`src/hw/rtl/prwm_ram.sv`:
```
// ----------------------------------------------------------------------------
// prwm_ram
// Generic simple dual-port RAM: one write port, one read port with
// registered read data.
// ----------------------------------------------------------------------------
module prwm_ram #(
  parameter int unsigned Width = 8,
  parameter int unsigned Depth = 16,
  localparam int unsigned AddrW = (Depth > 1) ? $clog2(Depth) : 1
) (
  input  logic             clk_i,
  input  logic             we_i,
  input  logic [AddrW-1:0] waddr_i,
  input  logic [Width-1:0] wdata_i,
  input  logic             re_i,
  input  logic [AddrW-1:0] raddr_i,
  output logic [Width-1:0] rdata_o
);

  logic [Width-1:0] mem_q [Depth];
  logic [Width-1:0] rdata_q;

  always_ff @(posedge clk_i) begin
    if (we_i) begin
      mem_q[waddr_i] <= wdata_i;
    end
    if (re_i) begin
      rdata_q <= mem_q[raddr_i];
    end
  end

  assign rdata_o = rdata_q;

endmodule

```
`config.mk`:
```
export PLATFORM = sky130hd
export DESIGN_NAME = prwm_ram
export DESIGN_NICKNAME = d
export VERILOG_FILES = /design/src/hw/rtl/prwm_ram.sv
export SDC_FILE = /design/constraint.sdc
export NUM_CORES = 1
export LEC_CHECK = 0
export BUFFER_PORTS_ARGS = -buffer_cell sky130_fd_sc_hd__buf_2
export CORE_MARGIN = 2
export CORE_UTILIZATION = 35
export DETAILED_ROUTE_END_ITERATION = 12
export GPL_TIMING_DRIVEN = 1
export PLACE_DENSITY = 0.49
export REMOVE_ABC_BUFFERS = 1
export SYNTH_ARGS = -nofsm -noshare
export SYNTH_HDL_FRONTEND = slang
export SYNTH_SLANG_ARGS = --single-unit
```
`constraint.sdc`:
```
create_clock -name clk_i -period 2.3 [get_ports clk_i]
set_input_delay 0 -clock clk_i [delete_from_list [all_inputs] [get_ports clk_i]]
set_output_delay 0 -clock clk_i [all_outputs]
set_load 0.03 [all_outputs]
```
; Word-level counts from Yosys, hierarchy flattened
; Memories as Yosys holds them, arrays and structs flattened. A register that Yosys moved wholly into a read port is not among the register bits.
; Index checks and enable logic that the tools add are counted.
[totals]
mem_count = 1
regBits = 0
inputBits = 19
mem_bits_rw = 128
[memory_table]
columns = name, depth, width, rd, rd_clocked_by_memory_dff, write_ports, line
row1 = mem_q, 16, 8, 1, 1, 1, 20  ; logic [Width-1:0] mem_q [Depth];
[classes]
mux = 2
[ops]
columns = op, n
row1 = $mux 1, 2

; Logic depth before layout (Yosys ltp)
; Gate-level depths: netlist of run 1.
[logic_depth]
ltp_word = 2
mapped_depth = 5
mapped_depth_nobuf = 3

; Least setup slack after synthesis of run 1
; OpenSTA, ideal clock, no wires.
[synth_path]
kind = input-to-reg
from = input port waddr_i[2]
to = memory mem_q[0][0] (enable)
arrival_time_ns = 1.110
slack_ns = 0.807
cell_stages = 2
path_cell_list = or3b_2 nor3_1
[synth_rtl]
columns = item, line
row1 = "start, declared", 13  ; input logic [AddrW-1:0] waddr_i,
row2 = "end, declared", 20
; No word-level cell before the write port.

==> reports/results.tsv, run 1 <==
metric	value	unit
grt_pass1_wl	16.5	mm
syn_area	5230	sq um
ys.flop_type	edfxtp_1	
status	finished clean	
ir_drop	0.000509	V
max_cap_viol_count	0	
synthSimpleGateAreaFrac	3.14	%
drive_gt1_share	31.3	%
final-setup-viol-count	0	
grt_setup_unrepaired	no	
grt_usage	15.0	%
finalHoldViolCount	0	
fin_crit	1.53	ns
setup_tns	0	ns
layout.nets	308	
synth-edff-count	136	
startpoint_type	flop	
die_x	126	um
synth_compound_area_share	2.30	%
wl_per_cell	22.7	um
hold_class	in -> reg	
routabilityCongestion	0.703	
io_pins	27	
yosys_warnings	0	
synth-seq-cells	136	
cts_tree	built	
io_buffers	26	
postSynthCellCount	229	
relSlewSlack	53.3	%
synthArstFlopShare	0	%
p_leak	0.00213	uW
drt-vias-per-instance	5.10	
cts.repair.resized	0	
fp-row-count	44	
fmax	654	MHz
areaGrowthSynthToFinish	21.2	%
min_period_over_period	66.5	%
clk_latency	0.42	ns
grt_pass1_vias	2607	
path_clk_slew	0.05	ns
dr.pass1.iters	4	
antenna_found_initial	0	
drv_slew	0	
antenna_cells	0	
start_util	35.8	%
drc_errors	0	
coreArea	14600	sq um
synthAdderAreaFrac	0	%
ys_top_cells_by_area	edfxtp_1, mux4_2, mux4_1	
power.density	924	nW/um^2
cts_buffer_depth	2	
dieArea	15900	sq um
cts_buffers	17	
vias	2470	
drtIter0Drc	224	
worstMarginPinSlew	0.698	ns
crit_path_end_kind	flop	
cts_sinks	136	
netlist.top_cell.by_area	edfxtp_1	
syn_avg_cell_area	22.8	sq um
dpl.hpwl	7.03	mm
ant_nets	0	
routed_wl	11.0	mm
cp_max_fo	1	
hold_buffers	6	
ctsRootBufferMaster	clkbuf_16	
synth_most_common_cell	edfxtp_1	
critical_path_class	reg -> reg	
ys_seq_area_share	78.1	%
synth_commonest_cells	edfxtp_1, mux4_2, a22oi_1	
final_util	43.4	%
synth_top_family_by_area	multiplexers	
synth_cell_types	18	
critPathArrivalTime	1.68	ns
synth_top_area_share	78.1	%
clock_skew	0.00740	ns
overflow	0	
cts_setup_buffers	0	
crit_required	2.45	ns
synth_mux_area_share	14.8	%
cts_max_level	4	
synth_xor_area_share	0	%
grt_max_degree	33	
die_h	126	um
==> power by group <==
group | internal, uW | switching, uW | total (uW) | leakage [uW]
Combinational | 116 | 182 | 298 | 0.000608
Sequential | 2790 | 13.3 | 2810 | 0.00124
Clock | 1790 | 960 | 2750 | 0.000283
Total | 4700 | 1160 | 5860 | 0.00213
==> kinds of logic after synthesis <==
kind of cell,after synthesis
mux,32
flops,136
buf+inv,10
simple gates,35
compound gates,16
==> cell type report <==
cell class              instances  area (sq um)
clock buffers                  17           425
repair buffers                 51           358
clock inverters                13           181
flip-flops and latches        136          4080
multi-input cells              83          1060
well taps                     184           230
fillers                      1235          8250
==> path summary, 6_finish.rpt <==
path / startpoint / end / slack (ns) / cells after the start
setup / recovery: mem_q[9][2] / rdata_o[2] / 0.77 / 3
hold / removal: wdata_i[7] / mem_q[6][7] / 0.01 / 1
setup reg to reg: mem_q[9][2] / rdata_o[2] / 0.77 / 3
hold reg to reg: mem_q[4][2] / rdata_o[2] / 0.76 / 3
==> routing by layer <==
metal / routed length [um] / vias to the layer above / GRT usage, %
li1: - / 1105 / -
met1: 5360 / 1287 / 21.4
met2: 4950 / 64 / 21.4
met3: 531 / 14 / 5.01
met4: 156 / 0 / 5.62
met5: 0 / - / 0
==> critical path, cell delays in order, from the launching register on <==
cell and delay (ns):
edfxtp_1 0.35, mux4_1 0.50, a22oi_1 0.32, nand2_1 0.09
==> flip-flops by register name (all words and copies together), names as in the netlist <==
name     cells
mem_q      128
rdata_o      8
==> per-stage QoR <==
stage / hold slack, ns / instances / power, uW / setup WS (ns) / instance area (sq um)
2_1_floorplan: 0.0989 / 219 / 2990 / 0.807 / 5140
3_3_place_gp: 0.374 / 448 / 3150 / 0.622 / 5670
3_5_place_dp: 0.374 / 448 / 3160 / 0.617 / 5670
4_1_cts: 0.0124 / 484 / 5920 / 0.742 / 6340
5_1_grt: 0.00446 / 484 / 6060 / 0.718 / 6340
6_report: 0.0113 / 484 / 5860 / 0.770 / 6340
==> placed cells by master, fill, tap and decap left out, types with 2 or more instances in the layout <==
cell type / n
clkbuf_16: 17
mux4_2: 18
bufinv_16: 4
buf_2: 26
a22oi_1: 16
clkinvlp_4: 5
buf_12: 2
nor3_1: 4
nand3b_1: 2
clkinv_2: 3
nor2_1: 13
buf_4: 17
nand2b_1: 2
mux4_1: 14
nand2_1: 9
dlygate4sd3_1: 6
edfxtp_1: 136
(Power assumes the default switching activity.)
==> inputs of run 2 (changes only) <==
- PLACE_DENSITY: 0.49 -> 0.51
- clock period: 2.3 -> 1.25 ns (I/O delays scaled with it)
==> reports/results.tsv, run 2 (synthesis results as in run 1) <==
metric	value	unit
nFillCells	1237	
layout_setup_ws	-0.211	ns
placed_area	5870	sq um
switching_share	20.2	%
power.switching	2100	uW
path_clk_slew	0.06	ns
overflow	0	
finalHoldViolCount	0	
dpl.hpwl	7.19	mm
drtIter0Drc	235	
min_period_over_period	117	%
cts_sinks	136	
routed_wl	11.2	mm
ctsRootBufferMaster	clkbuf_16	
top_register	mem_q	
start_util	35.8	%
combPwrFrac	6.0	%
startpoint_type	flop	
areaGrowthSynthToFinish	24.5	%
ant_nets	0	
fp-row-count	44	
cts_buffers	17	
crit_path_end_kind	flop	
wl_per_cell	22.1	um
dieArea	15900	sq um
mostFrequentLayoutCells	edfxtp_1, buf_4, mux4_2, buf_2, clkbuf_16	
critPathArrivalTime	1.62	ns
final_util	44.6	%
status	finished, violations left	
p_leak	0.00220	uW
fin_crit	1.46	ns
power.density	1600	nW/um^2
final-setup-viol-count	8	
drt-vias-per-instance	5.13	
io_pins	27	
grt_pass1_wl	17.2	mm
antenna_found_initial	0	
seq_area	4080	sq um
hold_class	in -> reg	
max_cap_viol_count	0	
drc_errors	0	
cts_setup_buffers	0	
violations	negative setup slack	
cellInternalPower	8280	uW
critical_path_class	reg -> reg	
ir_drop	0.000939	V
dr.pass1.iters	4	
grt_usage	15.3	%
cts_tree	built	
drive_gt1_share	40.4	%
grt_max_degree	19	
vias	2604	
die_h	126	um
grt_pass1_vias	2724	
seq_power_share	49.8	%
die_x	126	um
clock_skew	0.00331	ns
grt_setup_unrepaired	yes	
cp_max_fo	1	
routabilityCongestion	0.723	
fin_area	6510	sq um
drv_slew	0	
io_buffers	26	
power.share.clock	44.2	%
largest_reg_flops	128	
layout.nets	331	
crit_required	1.40	ns
worstMarginPinSlew	1.04	ns
coreArea	14600	sq um
cts_buffer_depth	2	
relSlewSlack	30.3	%
final_common_cell	edfxtp_1	
fmax	684	MHz
antenna_cells	0	
cts_max_level	4	
multi_input_area	1070	sq um
clk_latency	0.41	ns
-- run 2: cell types whose count changed in the layout (fill, tap and decap cells not counted), moves of 2 or more --
cell	before	now
a22oi_2	0	10
clkinvlp_4	5	1
a22oi_1	16	6
dlygate4sd3_1	6	9
clkinv_2	3	6
buf_4	17	33
buf_12	2	6
bufinv_16	4	2
clkinv_1	0	4
mux4_1	14	3
mux4_2	18	29
-- run 2: what timing repair did --
item,4_1_cts,5_1_grt
gates resized for setup,20,1
setup endpoints to repair,8,8
hold buffers,9,0
gates cloned,0,0
endpoints found under the hold margin,136,0
pin swaps,11,3
-- run 2: path summary, 6_finish.rpt --
kind,end,cells past startpoint,start,slack (ns)
min reg2reg,rdata_o[5],3,mem_q[15][5],0.75
min,mem_q[0][4],3,waddr_i[0],0.17
max reg2reg,rdata_o[3],3,mem_q[2][3],-0.21
max,rdata_o[3],3,mem_q[2][3],-0.21
-- run 2: routing by layer --
layer | up-vias | part of all wire, % | track usage (%)
met5 | - | 0 | 0
li1 | 1136 | - | -
met3 | 9 | 6.9 | 4.04
met1 | 1355 | 46 | 21.8
met4 | 0 | 0.77 | 5.04
met2 | 104 | 47 | 23.2
-- run 2: critical path, cell delays in order, from the launching register on --
cell and delay, ns:
edfxtp_1 0.36, mux4_2 0.49, a22oi_2 0.27, nand2_1 0.08
-- run 2: area by class of cell --
| class | count | share of cell area, % |
|---|---|---|
| Timing Repair Buffer | 74 | 9.03 |
| Clock inverter | 13 | 1.73 |
| Tap cell | 184 | 3.54 |
| Clock buffer | 18 | 6.59 |
| Sequential cell | 136 | 62.7 |
| Multi-Input combinational cell | 83 | 16.4 |
-- run 2: stage by stage --
| stage | setup WS (ns) | power [uW] | cells | hold slack [ns] | TNS [ns] |
|---|---|---|---|---|---|
| floorplan | -0.243 | 5500 | 219 | 0.0989 | -2.41 |
| global placement | -0.436 | 5840 | 468 | 0.396 | -4.27 |
| detailed placement | -0.422 | 5850 | 468 | 0.391 | -4.76 |
| CTS | -0.189 | 10500 | 508 | 0.148 | -1.14 |
| global route | -0.245 | 10700 | 508 | 0.176 | -1.54 |
| finish | -0.211 | 10400 | 508 | 0.167 | -1.16 |
-- run 2: power by group through the flow --
stage / logic (uW) / registers, uW / clock network (uW)
floorplan: 205 / 5300 / 0
finish: 628 / 5170 / 4590
CTS: 638 / 5170 / 4700
global placement: 580 / 5260 / 0
detailed placement: 585 / 5260 / 0
global route: 677 / 5170 / 4890
==> inputs of run 3 (changes only) <==
--- a/config.mk
+++ b/config.mk
@@ -9,6 +9,6 @@
 export CORE_MARGIN = 2
-export CORE_UTILIZATION = 35
+export CORE_UTILIZATION = 53
 export DETAILED_ROUTE_END_ITERATION = 12
 export GPL_TIMING_DRIVEN = 1
-export PLACE_DENSITY = 0.51
+export PLACE_DENSITY = 0.72
 export REMOVE_ABC_BUFFERS = 1
--- a/constraint.sdc
+++ b/constraint.sdc
@@ -3,2 +3,2 @@
 set_output_delay 0 -clock clk_i [all_outputs]
-set_load 0.03 [all_outputs]
+set_load 0.1 [all_outputs]
==> reports/results.tsv, run 3 (synthesis results as in run 1) <==
metric	value	unit
cts_sinks	136	
io_buffers	26	
ant_nets	0	
combPwrFrac	6.6	%
io_pins	27	
hold_class	in -> reg	
cts_buffers	17	
cts_buffer_depth	2	
die_x	103	um
use_met2	34.7	%
crit_required	1.50	ns
grt_max_degree	20	
coreArea	9680	sq um
wl_per_cell	22.5	um
antenna_found_initial	0	
final-setup-viol-count	8	
vias	2536	
layout_setup_ws	-0.192	ns
cts_tree	built	
top_usage_layer	met2	
clock_skew	0.00959	ns
violations	negative setup slack	
nFillCells	642	
r2r-start	mem_q[1][3]	
power.share.clock	46.3	%
grt_pass1_vias	2652	
finalHoldViolCount	0	
seq_area	4080	sq um
start_util	54.0	%
finalNonFillerCells	449	
largest_reg_flops	128	
drt-vias-per-instance	5.65	
relSlewSlack	40.3	%
cts_max_level	4	
drive_gt1_share	39.9	%
dp_cells	408	
antenna_cells	0	
seq_power_share	47.2	%
crit_path_end_kind	flop	
drv_slew	0	
routabilityCongestion	0.731	
rrSetupSlack	-0.19	ns
critPathArrivalTime	1.70	ns
crit_start	mem_q[1][3]	
power.switching	2310	uW
r2r-end	rdata_o[3]	
cellInternalPower	8660	uW
grt_pass1_wl	15.3	mm
hold_path_depth	3	
ctsRootBufferMaster	clkbuf_8	
grt_usage	21.5	%
areaGrowthSynthToFinish	23.4	%
cp_max_fo	1	
dpl_worst_slack	-0.386	ns
top_register	mem_q	
dieArea	10700	sq um
fp-row-count	36	
drc_errors	0	
min_period_over_period	115	%
fmax	694	MHz
drtIter0Drc	203	
grt_util_met1	28.6	%
cts_setup_buffers	0	
routed_wl	10.1	mm
power.density	1700	nW/um^2
path_clk_slew	0.06	ns
mostFrequentLayoutCells	edfxtp_1, buf_4, mux4_2, buf_2, clkbuf_16	
dpl.hpwl	6.22	mm
fin_crit	1.44	ns
layout.nets	322	
final_util	66.6	%
grt_setup_unrepaired	yes	
die_h	103	um
multi_input_area	1070	sq um
ir_drop	0.000972	V
hp-start	waddr_i[0]	
worstHoldEndpoint	mem_q[12][0]	
final_common_cell	edfxtp_1	
clk_latency	0.51	ns
overflow	0	
grt_use_met3	5.98	%
status	finished, violations left	
p_leak	0.00218	uW
critical_path_class	reg -> reg	
dr.pass1.iters	4	
reg2reg_depth	3	
switching_share	21.0	%
worstMarginPinSlew	0.893	ns
startpoint_type	flop	
max_cap_viol_count	0	
run 3: cell count changes in the layout (fill, tap and decap cells not counted), sizes merged:
cell	delta
buf	-9
bufinv	+2
clkbuf	-1
clkinvlp	+1
inv	+3
clkinv	-4
run 3: repair_timing:
action                                  in CTS  in global routing
pin swaps                                    4                  6
hold buffers                                 9                  0
endpoints found under the hold margin      136                  0
endpoints found under the setup margin      16                  8
resized for setup                           19                 11
run 3: cell type report:
cell class	count	area share, %
Clock inverter	15	3.10
Tap cell	133	2.58
Multi-Input combinational cell	83	16.5
Timing Repair Buffer	65	8.05
Clock buffer	17	6.42
Sequential cell	136	63.3
run 3: critical path, cell delays in order (launching register included):
cell and delay (ns):
edfxtp_1 0.40, mux4_2 0.48, a22oi_2 0.22, nand2_1 0.09
run 3: stage by stage:
| step | hold WS (ns) | area, sq um | total power (uW) | setup TNS [ns] |
|---|---|---|---|---|
| 6_report | 0.0565 | 6450 | 11000 | -1.13 |
| 5_1_grt | 0.0530 | 6450 | 11300 | -1.49 |
| 4_1_cts | 0.0212 | 6430 | 11100 | -1.34 |
| 3_5_place_dp | 0.386 | 5710 | 5920 | -2.62 |
| 3_3_place_gp | 0.377 | 5710 | 5900 | -2.25 |
| 2_1_floorplan | 0.0989 | 5140 | 5620 | -2.41 |
run 3: worst max path at each step:
stage          slack (ns)  cells after the start          end
6_report            -0.19                      3   rdata_o[3]
5_1_grt             -0.23                      3   rdata_o[5]
4_1_cts             -0.20                      3   rdata_o[3]
3_5_place_dp        -0.39                      6   rdata_o[5]
3_3_place_gp        -0.37                      6   rdata_o[5]
2_1_floorplan       -0.24                      2  mem_q[0][0]
run 3: power groups by stage:
stage	combinational [uW]	sequential, uW	clock, uW
after global routing	770	5180	5380
after CTS	714	5170	5180
after global placement	645	5260	0
after floorplan	205	5420	0
after detailed placement	657	5260	0
final	723	5170	5070
run 3: per-layer routing:
layer,share of wire (%),wire (um)
met4,0.84,85
met3,7.1,721
met5,0,0
met1,41,4130
met2,51,5190
