==> src/hw/rtl/prwm_pkg.sv <==
// ----------------------------------------------------------------------------
// prwm_pkg
// Shared widths, register codes, reset values and types of the periodic
// random walk mean square displacement block.
// ----------------------------------------------------------------------------
package prwm_pkg;

  localparam int unsigned MAX_PARTICLES = 512;
  localparam int unsigned POSITION_BITS = 20;

  localparam int unsigned BOX_W      = 20;
  localparam int unsigned START_W    = 20;
  localparam int unsigned COUNT_W    = 10;
  localparam int unsigned SHIFT_W    = 16;
  localparam int unsigned SUM_W      = 50;
  localparam int unsigned MEAN_W     = 42;
  localparam int unsigned STEP_W     = 16;
  localparam int unsigned CFG_IDX_W  = 2;
  localparam int unsigned CFG_DATA_W = 20;
  localparam int unsigned IN_DATA_W  = 32;
  localparam int unsigned OUT_DATA_W = 64;

  localparam logic [CFG_IDX_W-1:0] CFG_BOX_LIMIT      = 2'd0;
  localparam logic [CFG_IDX_W-1:0] CFG_START_POSITION = 2'd1;
  localparam logic [CFG_IDX_W-1:0] CFG_PARTICLE_COUNT = 2'd2;

  localparam logic [BOX_W-1:0]   BOX_RESET   = 20'd128000;
  localparam logic [START_W-1:0] START_RESET = 20'd64000;
  localparam logic [COUNT_W-1:0] COUNT_RESET = 10'd500;

  typedef struct packed {
    logic busy;
    logic done;
  } div_status_t;

endpackage

==> src/hw/rtl/prwm_div.sv <==
// ----------------------------------------------------------------------------
// prwm_div
// Restoring unsigned divider, one quotient bit per cycle.
// ----------------------------------------------------------------------------
module prwm_div #(
  parameter int unsigned NumW = 50,
  parameter int unsigned DenW = 10
) (
  input  logic                  clk_i,
  input  logic                  rst_ni,
  input  logic                  start_i,
  input  logic [NumW-1:0]       num_i,
  input  logic [DenW-1:0]       den_i,
  output prwm_pkg::div_status_t status_o,
  output logic [NumW-1:0]       quot_o
);
  import prwm_pkg::*;

  localparam int unsigned CntW = $clog2(NumW + 1);

  logic            busy_q, busy_d;
  logic            done_q, done_d;
  logic [CntW-1:0] cnt_q, cnt_d;
  logic [DenW:0]   rem_q, rem_d;
  logic [NumW-1:0] quo_q, quo_d;
  logic [DenW-1:0] den_q, den_d;
  logic [DenW:0]   trial;
  logic [DenW:0]   diff;

  always_comb begin
    trial  = {rem_q[DenW-1:0], quo_q[NumW-1]};
    diff   = trial - {1'b0, den_q};
    busy_d = busy_q;
    done_d = done_q;
    cnt_d  = cnt_q;
    rem_d  = rem_q;
    quo_d  = quo_q;
    den_d  = den_q;
    if (start_i) begin
      busy_d = 1'b1;
      done_d = 1'b0;
      cnt_d  = CntW'(NumW);
      rem_d  = '0;
      quo_d  = num_i;
      den_d  = den_i;
    end else if (busy_q) begin
      if (trial >= {1'b0, den_q}) begin
        rem_d = diff;
        quo_d = {quo_q[NumW-2:0], 1'b1};
      end else begin
        rem_d = trial;
        quo_d = {quo_q[NumW-2:0], 1'b0};
      end
      cnt_d = cnt_q - 1'b1;
      if (cnt_q == CntW'(1)) begin
        busy_d = 1'b0;
        done_d = 1'b1;
      end
    end
  end

  always_ff @(posedge clk_i or negedge rst_ni) begin
    if (!rst_ni) begin
      busy_q <= 1'b0;
      done_q <= 1'b0;
      cnt_q  <= '0;
    end else begin
      busy_q <= busy_d;
      done_q <= done_d;
      cnt_q  <= cnt_d;
    end
  end

  always_ff @(posedge clk_i) begin
    rem_q <= rem_d;
    quo_q <= quo_d;
    den_q <= den_d;
  end

  assign status_o.busy = busy_q;
  assign status_o.done = done_q;
  assign quot_o        = quo_q;

endmodule

==> config.mk <==
export PLATFORM = sky130hd
export DESIGN_NAME = prwm_div
export DESIGN_NICKNAME = d
export VERILOG_FILES = /design/src/hw/rtl/prwm_pkg.sv /design/src/hw/rtl/prwm_div.sv
export SDC_FILE = /design/constraint.sdc
export NUM_CORES = 1
export LEC_CHECK = 0
export CORE_UTILIZATION = 49
export CTS_CLUSTER_SIZE = 12
export DETAILED_ROUTE_END_ITERATION = 8
export DONT_BUFFER_PORTS = 1
export PLACE_DENSITY = 0.68
export RECOVER_POWER = 50
export SETUP_SLACK_MARGIN = 0.4
export SYNTH_ARGS = -nofsm -noshare
export SYNTH_HDL_FRONTEND = slang
export SYNTH_SLANG_ARGS = --single-unit
==> constraint.sdc <==
create_clock -name clk_i -period 2.59 [get_ports clk_i]
set_input_delay 0.518 -clock clk_i [delete_from_list [all_inputs] [get_ports clk_i]]
set_output_delay 0.518 -clock clk_i [all_outputs]
set_load 0.005 [all_outputs]
---- After elaboration in Yosys (flattened, before gate mapping) ----
Index checks and enable logic that the tools add are counted.
storage, ports and cells
  register bits after elaboration ......... 78
  bits in latches ......................... 0
  bits in writable memories ............... 0
  memory bits (read-only) ................. 0
  input port bits ......................... 63
  output and inout port bits .............. 52
  logic and storage cells ................. 25
  memories ................................ 0
operators by class
  $add $sub $neg .......................... 2
  multiply operators ...................... 0
  divide/modulo/power cells ............... 0
  magnitude comparators ................... 1
  equal/unequal tests ..................... 1
  shift-type cells ........................ 0
  muxes and demuxes ....................... 12
  bitwise operators ....................... 0
  reduce and logical (&&, ||, !) cells .... 3
operators with widths
  kind                                                 count
  two-way mux 50 bit                                   2
  two-way mux 6 bit                                    2
  greater-or-equal comparator 11 x 10 -> 1 bit         1
  two-way mux 10 bit                                   1
  subtractor 10 bit                                    1
  two-way mux 1 bit                                    7
  equality test 6 x 1 -> 1 bit, second input constant  1
  subtractor 6 x 1 -> 6 bit, second input constant     1
  nonzero test 2 bit                                   2
  AND reduction 2 bit                                  1

---- Longest topological paths before layout ----
Gate-level depths: netlist of run 1.
  depth in word-level cells ............... 4
  gate-level depth with buffers ........... 10
  depth with buffers taken out ............ 10

---- Worst setup path before layout of run 1 ----
OpenSTA, ideal clock, no wires.
  kind .................................... input port to flip-flop
  start point ............................. input port start_i
  end point ............................... register quo_q[0] (netlist: quot_o[0]) (enable)
  library setup time ...................... 404 ps
  arrival time ............................ 2,136 ps
  data required time ...................... 2,186 ps
  slack ................................... 50 ps
  stages on the path ...................... 4
  buffers on the path ..................... 2
  cell sequence ........................... clkbuf_1 > clkbuf_1 > nor2_1 > inv_1
on the way
  cells in the longest elaborated chain, start to end .. 1
ends and longest elaborated chain
  what                          RTL line        source
  from (decl)                   prwm_div.sv:11  input logic start_i,
  nonzero test 2 bit (no line)  n/a
  to (signal assigned)          prwm_div.sv:76  quo_q <= quo_d;
  to (decl)                     prwm_div.sv:25  logic [NumW-1:0] quo_q, quo_d;
Every way passes these cells.
A chain may end at the register's enable or synchronous reset.

---- Final worst setup path of run 1 ----
  start point ............................. register quo_q[49] (netlist: quot_o[49])
  end point ............................... register rem_q[8]
on the way
  cells in the longest elaborated chain, start to end .. 2
  elaborated cells between the ends (all ways) .. 3
  classes of those cells .................. 1 x add/sub; 1 x order compare; 1 x mux
ends and longest elaborated chain
  what                                                                                      RTL line                        source
  subtractor 10 bit / greater-or-equal comparator 11 x 10 -> 1 bit (equally long branches)  prwm_div.sv:32, prwm_div.sv:47
  two-way mux 10 bit (*)                                                                    prwm_div.sv:47                  if (trial >= {1'b0, den_q}) begin
  to (signal assigned)                                                                      prwm_div.sv:75                  rem_q <= rem_d;
  to (decl)                                                                                 prwm_div.sv:24                  logic [DenW:0] rem_q, rem_d;
Every way passes the cells marked *; elsewhere a longest branch is shown, timed or not.

==> results of run 1 <==
per-stage QoR:
stage / instances / hold slack, ns
2_1_floorplan: 273 / 0.222
4_1_cts: 384 / 0.209
3_5_place_dp: 364 / 0.223
5_1_grt: 386 / 0.221
3_3_place_gp: 364 / 0.223
6_report: 386 / 0.254
flip-flops by register name (all words and copies together), names as in the netlist:
signal and cells:
busy_q 1, cnt_q 6, den_q 10, done_q 1, quot_o 50, rem_q 10
placed cells by master (no fill, tap or decap), types with 3 or more instances in the layout:
cell,instances
ha_4,3
edfxtp_1,60
buf_4,7
clkbuf_8,9
a211oi_1,5
nor3_1,3
mux2_2,49
nand2_1,9
ha_1,9
dfxtp_1,10
inv_1,13
a21o_1,5
nor2_1,18
xor2_1,5
o21ai_0,5
xnor2_1,5
buf_6,3
dfrtp_1,8
mux2i_1,5
nand2b_1,3
clkinvlp_4,3
report_power, final:
group / internal [mW] / total (mW) / switching (mW)
clock network: 0.545 / 1.00 / 0.456
logic: 0.528 / 0.967 / 0.440
registers: 1.54 / 1.69 / 0.151
total: 2.62 / 3.66 / 1.05
metal layers:
layer | routed length (um) | global-route usage, % | up-vias
met4 | 180 | 11.1 | 0
met3 | 561 | 6.56 | 17
li1 | - | - | 1026
met1 | 2880 | 20.9 | 1011
met2 | 3210 | 28.5 | 84
met5 | 0 | 0 | -
timing repair:
action,in CTS,in global routing
pin swaps,7,9
endpoints found under the setup margin,4,10
setup buffers,3,2
hold buffers,1,0
hold endpoints to repair,8,0
resized for setup,3,10
logic make-up (layout without fill, tap and decap cells):
family,Yosys count,after routing
adder cells (fa/ha/maj),13,13
AO/OA/AOI/OAI,35,35
multiplexers,54,54
AND/OR/NAND/NOR,53,53
XOR/XNOR,10,10
buffers and inverters,30,44
flip-flops,78,78
worst max-delay path, stage by stage (launching register included):
cell and delay, ns:
edfxtp_1 0.40, inv_2 0.08, ha_4 0.13, inv_2 0.03, fa_2 0.36, a211oi_4 0.25, nor3_1 0.07, o31a_1 0.26
o21ai_1 0.11, or3b_1 0.36, a311oi_2 0.25
final timing paths:
path | cells after the start | slack (ns) | startpoint | end
setup / recovery | 10 | 0.20 | quot_o[49]$_DFFE_PP_ | rem_q[8]$_SDFFE_PP0P_
hold / removal | 1 | 0.25 | start_i | rem_q[1]$_SDFFE_PP0P_
setup reg to reg | 10 | 0.20 | quot_o[49]$_DFFE_PP_ | rem_q[8]$_SDFFE_PP0P_
hold reg to reg | 2 | 0.51 | rem_q[5]$_SDFFE_PP0P_ | rem_q[5]$_SDFFE_PP0P_
max in group asynchronous | 1 | 1.79 | rst_ni | cnt_q[0]$_DFFE_PN0P_
min in group asynchronous | 1 | 0.52 | rst_ni | cnt_q[3]$_DFFE_PN0P_
layout make-up:
cell class,instances,area (um^2),area share (%)
timing repair buffer,12,116,2.75
clock inverter,7,97.6,2.31
multi-input combinational,165,1500,35.4
sequential,78,2200,52.1
clock buffer,9,124,2.93
tap,99,124,2.93
inverter,16,63.8,1.51
==> results.toml, run 1 <==
[job]
cap_viol_max_count = 0

[worst_setup_path]
crit_path_max_fanout = 2
path_class = "flop to flop"
startpoint_types = "flop"
timing.critical_path.required_ns = 2.86
worst_ep_arrival_ns = 2.66
end_kind = "flop"

[grt]
globalRouteTotalUtil_pct = 18.0
grt_pass1_vias = 2212
grt_max_degree = 81
grt_overflow = 0
grt_antenna_before_repair = 0
global_route_wire_length_before_repair_um = 10400

[timing]
timing.final.crit_period_ns = 2.39
timing.final.hold_violations = 0
max-slew-margin-rel_pct = 60.4
final_min_period_over_clock_period_pct = 92.2
setup_viol = 0
setup_tns_ns = 0
final_setup_skew_ns = 0.00844
grt_setup_unrepaired = "true"
drv_slew = 0
setup_slack_ns = 0.201
maximum_operating_frequency_mhz = 419
tightestPinTransition_ns = 0.585

[clock_tree]
max-clock-path-buffers = 2
worst_skew_pair.late_latency_ns = 0.35
cts_made_buffers = 9
clock_tree.htree_level_count = 3
cts_tree = "yes"
path_clk_slew_ns = 0.08
cts.sink_count = 78
clk_root_buffer_cell = "clkbuf_8"

[finish]
post_route_cells_drive_above_1_share_pct = 32.4
post-route-cell-area_mm2 = 0.00422
syn_to_final_growth_pct = 12.6
final_core_util_pct = 57.6
nFillCells = 579
design.final.nets = 358
antenna_cells_inserted = 0

[floorplan]
floorplan.die.width_um = 89.5
core_mm2 = 0.00733
die-area_mm2 = 0.00801
start_util_pct = 51.2
io_pins = 115
placementRows = 31
die_h_um = 89.5

[routing]
totalWireLength_um = 6820
detail_route.first_pass.iterations = 4
detailroute.via_count = 2138
route.detailed.drc = 0
starting_drc_count_in_detailed_routing = 92
number_of_antenna_violating_nets_in_the_routed_design = 0
wl_per_cell_um = 17.7
routed_via_count_divided_by_cell_count = 5.54

[synth]
synth-edff-count = 60
synth_cell_types = 48
netlist.top_cell.by_area = "edfxtp_1"
dominantRegCellSynth = "edfxtp_1"
asyncSetResetFlopFracSynth_pct = 10.3
synth_fp_nets = 349
synth_compound_gate_area_share_pct = 7.77
synth_xor_xnor_area_share_pct = 2.33
synth.most_common_cell = "edfxtp_1"
synthesis.area_per_instance_um2 = 13.7
largest_family_of_logic_cells_by_synthesized_area = "multiplexers"
synthAdderAreaFrac_pct = 4.53
postSynthRegisterBits = 78
synth_cells = 273
synth_top_area_share_pct = 48.0
synth-seq-area-share_pct = 58.7
yosys-top-cells-count = "60 x edfxtp_1, 49 x mux2_2, 18 x nor2_1"
area_of_the_mapped_netlist_mm2 = 0.00375
yosys-top-cells-area = "edfxtp_1 48%, mux2_2 15%, dfrtp_1 5.3%"
synthSimpleGateAreaFrac_pct = 7.34
synth.area.mux_share_pct = 16.0
ys_warn_count = 0

[placed_design]
placed_cell_area_mm2 = 0.00388
pre_cts_ws_ns = 0.145
io_buffers = 0
routabilityCongestion = 0.791
hpwlAfterDp_um = 4570

[power]
finalPower_mw = 3.66
p_per_area_mw_per_mm2 = 867
max-vdd-ir-drop_uv = 335
power.static_leakage_nw = 1.65

[min_path]
hold_path.class = "primary input to flop"

[run_status]
run_status = "finished clean"
Note: power is estimated with default switching activity, not from simulation.
==> run 2: changes to the inputs <==
--- a/config.mk
+++ b/config.mk
@@ -9,6 +9,7 @@
 export CTS_CLUSTER_SIZE = 12
 export DETAILED_ROUTE_END_ITERATION = 8
 export DONT_BUFFER_PORTS = 1
+export MAX_ROUTING_LAYER = met4
 export PLACE_DENSITY = 0.68
 export RECOVER_POWER = 50
 export SETUP_SLACK_MARGIN = 0.4
==> run 2 against run 1 <==
Compared with the run above: clock skew about the same; critical path depth unchanged; die area is the same; global-route usage grew 0.59 points.
==> results.toml, run 2 (synthesis gave the netlist of run 1 again) <==
[finish]
syn_to_final_growth_pct = 12.6
antenna_cells_inserted = 0
post_route_cells_drive_above_1_share_pct = 32.4
mostFrequentLayoutCell = "edfxtp_1"
design.final.nets = 358
number_of_flip_flops_under_the_largest_register_name = 50
leading_cell_types_in_the_layout_fill_and_taps_excluded = "60 x edfxtp_1, 49 x mux2_2, 18 x nor2_1, 13 x inv_1, 10 x dfxtp_1"

[worst_setup_path]
crit_family = "compound AO/OA/AOI/OAI gates"
critical_path.most_common_cell = "inv_2"
cp_slowest_stage_delay_ns = 0.40
end_kind = "flop"
r2r_end = "rem_q[8]$_SDFFE_PP0P_"
crit_path_max_fanout = 2
setup_slack_of_the_worst_register_to_register_path_ns = 0.20
path_class = "flop to flop"
worstReg2RegStart = "quot_o[49]$_DFFE_PP_"
r2r_cells = 10
crit_slowest_cell = "edfxtp_1"
startpoint_types = "flop"
crit_buf_inv = 2
worst_ep_arrival_ns = 2.66
timing.critical_path.required_ns = 2.86
crit_path_cell_chain = "inv_2 -> ha_4 -> inv_2 -> fa_2 -> a211oi_4 -> nor3_1 -> o31a_1 -> o21ai_1 -> or3b_1 -> a311oi_2"

[routing]
route.detailed.drc = 0
starting_drc_count_in_detailed_routing = 98
wl_per_cell_um = 17.6
number_of_antenna_violating_nets_in_the_routed_design = 0
detail_route.first_pass.iterations = 4
totalWireLength_um = 6810
detailroute.via_count = 2138
routed_via_count_divided_by_cell_count = 5.54

[grt]
grt_pass1_vias = 2214
grt_overflow = 0
globalRouteTotalUtil_pct = 18.6
grt_max_degree = 81
grt_antenna_before_repair = 0
global_route_wire_length_before_repair_um = 10400

[min_path]
worstHoldPathCells = 1
hold_path.class = "primary input to flop"
hold_path.startpoint = "start_i"
min_to = "rem_q[1]$_SDFFE_PP0P_"

[floorplan]
placementRows = 31
die_h_um = 89.5
core_mm2 = 0.00733
io_pins = 115
floorplan.die.width_um = 89.5
start_util_pct = 51.2
die-area_mm2 = 0.00801

[clock_tree]
cts.sink_count = 78
max-clock-path-buffers = 2
clock_tree.htree_level_count = 3
cts_tree = "yes"
cts_made_buffers = 9
worst_skew_pair.late_latency_ns = 0.35
clk_root_buffer_cell = "clkbuf_8"
path_clk_slew_ns = 0.08

[placed_design]
routabilityCongestion = 0.802
io_buffers = 0
hpwlAfterDp_um = 4570

[power]
max-vdd-ir-drop_uv = 335
p_per_area_mw_per_mm2 = 867
finalPower_mw = 3.66
power.static_leakage_nw = 1.65

[run_status]
run_status = "finished clean"

[timing]
setup_viol = 0
setup_tns_ns = 0
timing.final.hold_violations = 0
timing.final.crit_period_ns = 2.39
grt_setup_unrepaired = "true"
tightestPinTransition_ns = 0.585
maximum_operating_frequency_mhz = 419
final_setup_skew_ns = 0.00844
drv_slew = 0
final_min_period_over_clock_period_pct = 92.2
max-slew-margin-rel_pct = 60.4

[job]
cap_viol_max_count = 0
## run 2: area by class of cell
class	count	area [um^2]
fillers	579	3110
flip-flops and latches	78	2200
repair buffers	12	116
inverters	16	63.8
clock inverters	7	97.6
clock buffers	9	124
multi-input cells	165	1500
well taps	99	124
## run 2: worst max path at each step
stage | slack, ns | cells after the start | endpoint | start
final | 0.20 | 10 | rem_q[8]$_SDFFE_PP0P_ | quot_o[49]$_DFFE_PP_
after global routing | 0.07 | 10 | rem_q[8]$_SDFFE_PP0P_ | quot_o[49]$_DFFE_PP_
after CTS | 0.18 | 10 | rem_q[8]$_SDFFE_PP0P_ | quot_o[49]$_DFFE_PP_
after detailed placement | 0.14 | 10 | rem_q[8]$_SDFFE_PP0P_ | quot_o[49]$_DFFE_PP_
after global placement | 0.17 | 10 | rem_q[8]$_SDFFE_PP0P_ | quot_o[49]$_DFFE_PP_
after floorplan | 0.21 | 10 | rem_q[8]$_SDFFE_PP0P_ | quot_o[49]$_DFFE_PP_
## run 2: report_power, final
group / switching (mW) / total (mW) / internal [mW]
clock network: 0.454 / 1.00 / 0.545
registers: 0.151 / 1.69 / 1.54
logic: 0.440 / 0.968 / 0.528
## run 2: repair_timing
action                                  4_1_cts  5_1_grt
endpoints found under the hold margin         8        0
endpoints found under the setup margin        4       10
cloned                                        0        0
setup buffers                                 3        2
pin swaps                                     7        9
hold buffers                                  1        0
gates resized for setup                       3       10
## run 2: worst register-to-register path: stages (launching register included)
cell and delay [ns]:
edfxtp_1 0.40, inv_2 0.08, ha_4 0.13, inv_2 0.04, fa_2 0.36, a211oi_4 0.25
nor3_1 0.07, o31a_1 0.26, o21ai_1 0.11, or3b_1 0.36, a311oi_2 0.25
## run 2: metal layers
layer | routed length (um) | share of wire [%] | GRT usage [%] | vias up
met1 | 2860 | 42 | 21.1 | 1011
met3 | 551 | 8.1 | 6.28 | 17
met4 | 178 | 2.6 | 11.1 | 0
li1 | - | - | - | 1026
met2 | 3220 | 47 | 28.6 | 84
met5 | 0 | 0 | - | -
## run 2: metrics by stage
stage	instances	hold WS, ns	worst slack, ns	util [%]	area [um^2]
floorplan	273	0.222	0.210	-	3760
global placement	364	0.223	0.174	52.9	3880
detailed placement	364	0.223	0.145	52.9	3880
CTS	384	0.209	0.181	56.7	4160
global route	386	0.221	0.0730	57.6	4220
finish	386	0.255	0.201	57.6	4220
==> run 3: changes to the inputs <==
--- a/config.mk
+++ b/config.mk
@@ -11,7 +11,7 @@
 export DONT_BUFFER_PORTS = 1
 export MAX_ROUTING_LAYER = met4
 export PLACE_DENSITY = 0.68
-export RECOVER_POWER = 50
+export RECOVER_POWER = 100
 export SETUP_SLACK_MARGIN = 0.4
 export SYNTH_ARGS = -nofsm -noshare
 export SYNTH_HDL_FRONTEND = slang
==> run 3 against run 2 <==
Compared with the run above: largest cell class unchanged; sequential power hardly changed; maximum frequency is 0.12% higher; register-to-register slack hardly changed; utilization is 0.67 points lower; routed wire length is 0.62% higher; flip-flop and latch count stayed put; critical path depth stayed put; global-route usage stayed put; hold slack worse by 0.0019 ns; clock skew hardly changed.
==> results.toml, run 3 (synthesis gave the netlist of run 1 again) <==
[run_status]
run_status = "finished clean"

[grt]
global_route_wire_length_before_repair_um = 10400
globalRouteTotalUtil_pct = 18.6
grt_overflow = 0
grt_antenna_before_repair = 0
grt_pass1_vias = 2214
grt_max_degree = 81

[clock_tree]
cts_made_buffers = 9
cts.sink_count = 78
max-clock-path-buffers = 2
worst_skew_pair.late_latency_ns = 0.35
clk_root_buffer_cell = "clkbuf_8"
path_clk_slew_ns = 0.08
clock_tree.htree_level_count = 3
cts_tree = "yes"

[finish]
nFillCells = 589
number_of_flip_flops_under_the_largest_register_name = 50
leading_cell_types_in_the_layout_fill_and_taps_excluded = "60 x edfxtp_1, 49 x mux2_2, 18 x nor2_1, 14 x inv_1, 10 x dfxtp_1"
mostFrequentLayoutCell = "edfxtp_1"
syn_to_final_growth_pct = 11.3
antenna_cells_inserted = 0
design.final.nets = 358
finalNonFillerCells = 386
post_route_cells_drive_above_1_share_pct = 30.0

[power]
max-vdd-ir-drop_uv = 333
power.static_leakage_nw = 1.63
p_per_area_mw_per_mm2 = 864

[floorplan]
die_h_um = 89.5
die-area_mm2 = 0.00801
io_pins = 115
core_mm2 = 0.00733
start_util_pct = 51.2
placementRows = 31
floorplan.die.width_um = 89.5

[worst_setup_path]
worst_ep_arrival_ns = 2.65
path_class = "flop to flop"
cp-startpoint = "quot_o[49]$_DFFE_PP_"
crit_path_max_fanout = 2
setup.worst_path.end = "rem_q[8]$_SDFFE_PP0P_"
r2r_end = "rem_q[8]$_SDFFE_PP0P_"
startpoint_types = "flop"
setup_slack_of_the_worst_register_to_register_path_ns = 0.20
end_kind = "flop"
worstReg2RegStart = "quot_o[49]$_DFFE_PP_"
timing.critical_path.required_ns = 2.86
r2r_cells = 10

[placed_design]
pre_cts_ws_ns = 0.145
dpl.cell_count = 364
hpwlAfterDp_um = 4570
routabilityCongestion = 0.802
io_buffers = 0

[routing]
route.detailed.drc = 0
detailroute.via_count = 2156
routed_via_count_divided_by_cell_count = 5.59
number_of_antenna_violating_nets_in_the_routed_design = 0
wl_per_cell_um = 17.8
totalWireLength_um = 6850
starting_drc_count_in_detailed_routing = 85
detail_route.first_pass.iterations = 4

[timing]
timing.final.crit_period_ns = 2.39
tightestPinTransition_ns = 1.18
setup_slack_ns = 0.204
final_setup_skew_ns = 0.00845
final_min_period_over_clock_period_pct = 92.1
maximum_operating_frequency_mhz = 419
max-slew-margin-rel_pct = 21.2
setup_tns_ns = 0
timing.final.hold_violations = 0
drv_slew = 0
grt_setup_unrepaired = "true"
setup_viol = 0

[job]
cap_viol_max_count = 0

[min_path]
hold_path.class = "primary input to flop"
## run 3: changes by cell type in the layout (fill, tap and decap cells not counted), sizes merged
cell	previous run	this run
buf	11	4
clkbuf	9	16
## run 3: stage by stage
step	total power [mW]	area [um^2]	hold slack, ns	utilization [%]
floorplan	2.34	3760	0.222	-
global placement	2.51	3880	0.223	52.9
detailed placement	2.52	3880	0.223	52.9
CTS	3.61	4160	0.209	56.7
global route	3.81	4180	0.221	57.0
finish	3.61	4180	0.254	57.0
## run 3: where the power goes
part	total, mW	internal [mW]	switching, mW
logic	0.909	0.481	0.428
clock network	1.00	0.545	0.457
registers	1.70	1.54	0.151
total	3.61	2.57	1.04
## run 3: layer usage
layer	GRT usage (%)	vias up	part of all wire [%]
met5	-	-	0
met3	6.28	17	8.1
met4	11.1	0	2.6
met1	21.1	1023	42
li1	-	1028	-
met2	28.6	88	47
## run 3: repair_timing
| item | 4_1_cts | 5_1_grt |
|---|---|---|
| setup endpoints to repair | 4 | 10 |
| hold buffers | 1 | 0 |
| gates resized for setup | 3 | 10 |
| setup buffers | 3 | 2 |
| endpoints found under the hold margin | 8 | 0 |
| pin swaps | 7 | 9 |
## run 3: worst min-delay path by stage
| stage | from | to | slack, ns | cells after the start |
|---|---|---|---|---|
| 3_5_place_dp | rst_ni | done_q$_DFFE_PN0P_ | 0.22 | 0 |
| 3_3_place_gp | rst_ni | done_q$_DFFE_PN0P_ | 0.22 | 0 |
| 2_1_floorplan | rst_ni | busy_q$_DFF_PN0_ | 0.22 | 0 |
| 6_report | start_i | rem_q[1]$_SDFFE_PP0P_ | 0.25 | 1 |
| 5_1_grt | start_i | rem_q[8]$_SDFFE_PP0P_ | 0.22 | 1 |
| 4_1_cts | start_i | rem_q[8]$_SDFFE_PP0P_ | 0.21 | 1 |
## run 3: critical path, cell delays in order, from the launching register on
cell and delay, ns:
edfxtp_1 0.38, inv_1 0.10, ha_4 0.14, inv_2 0.03, fa_2 0.34, a211oi_2 0.25
nor3_1 0.07, o31a_1 0.26, o21ai_1 0.11, or3b_1 0.36, a311oi_2 0.25
## run 3: final cells by class
class	count	area [um^2]	share of cell area (%)
multi-input combinational	165	1490	35.6
sequential	78	2200	52.7
tap	99	124	2.97
clock inverter	7	97.6	2.34
inverter	16	63.8	1.53
clock buffer	9	124	2.97
timing repair buffer	12	78.8	1.89
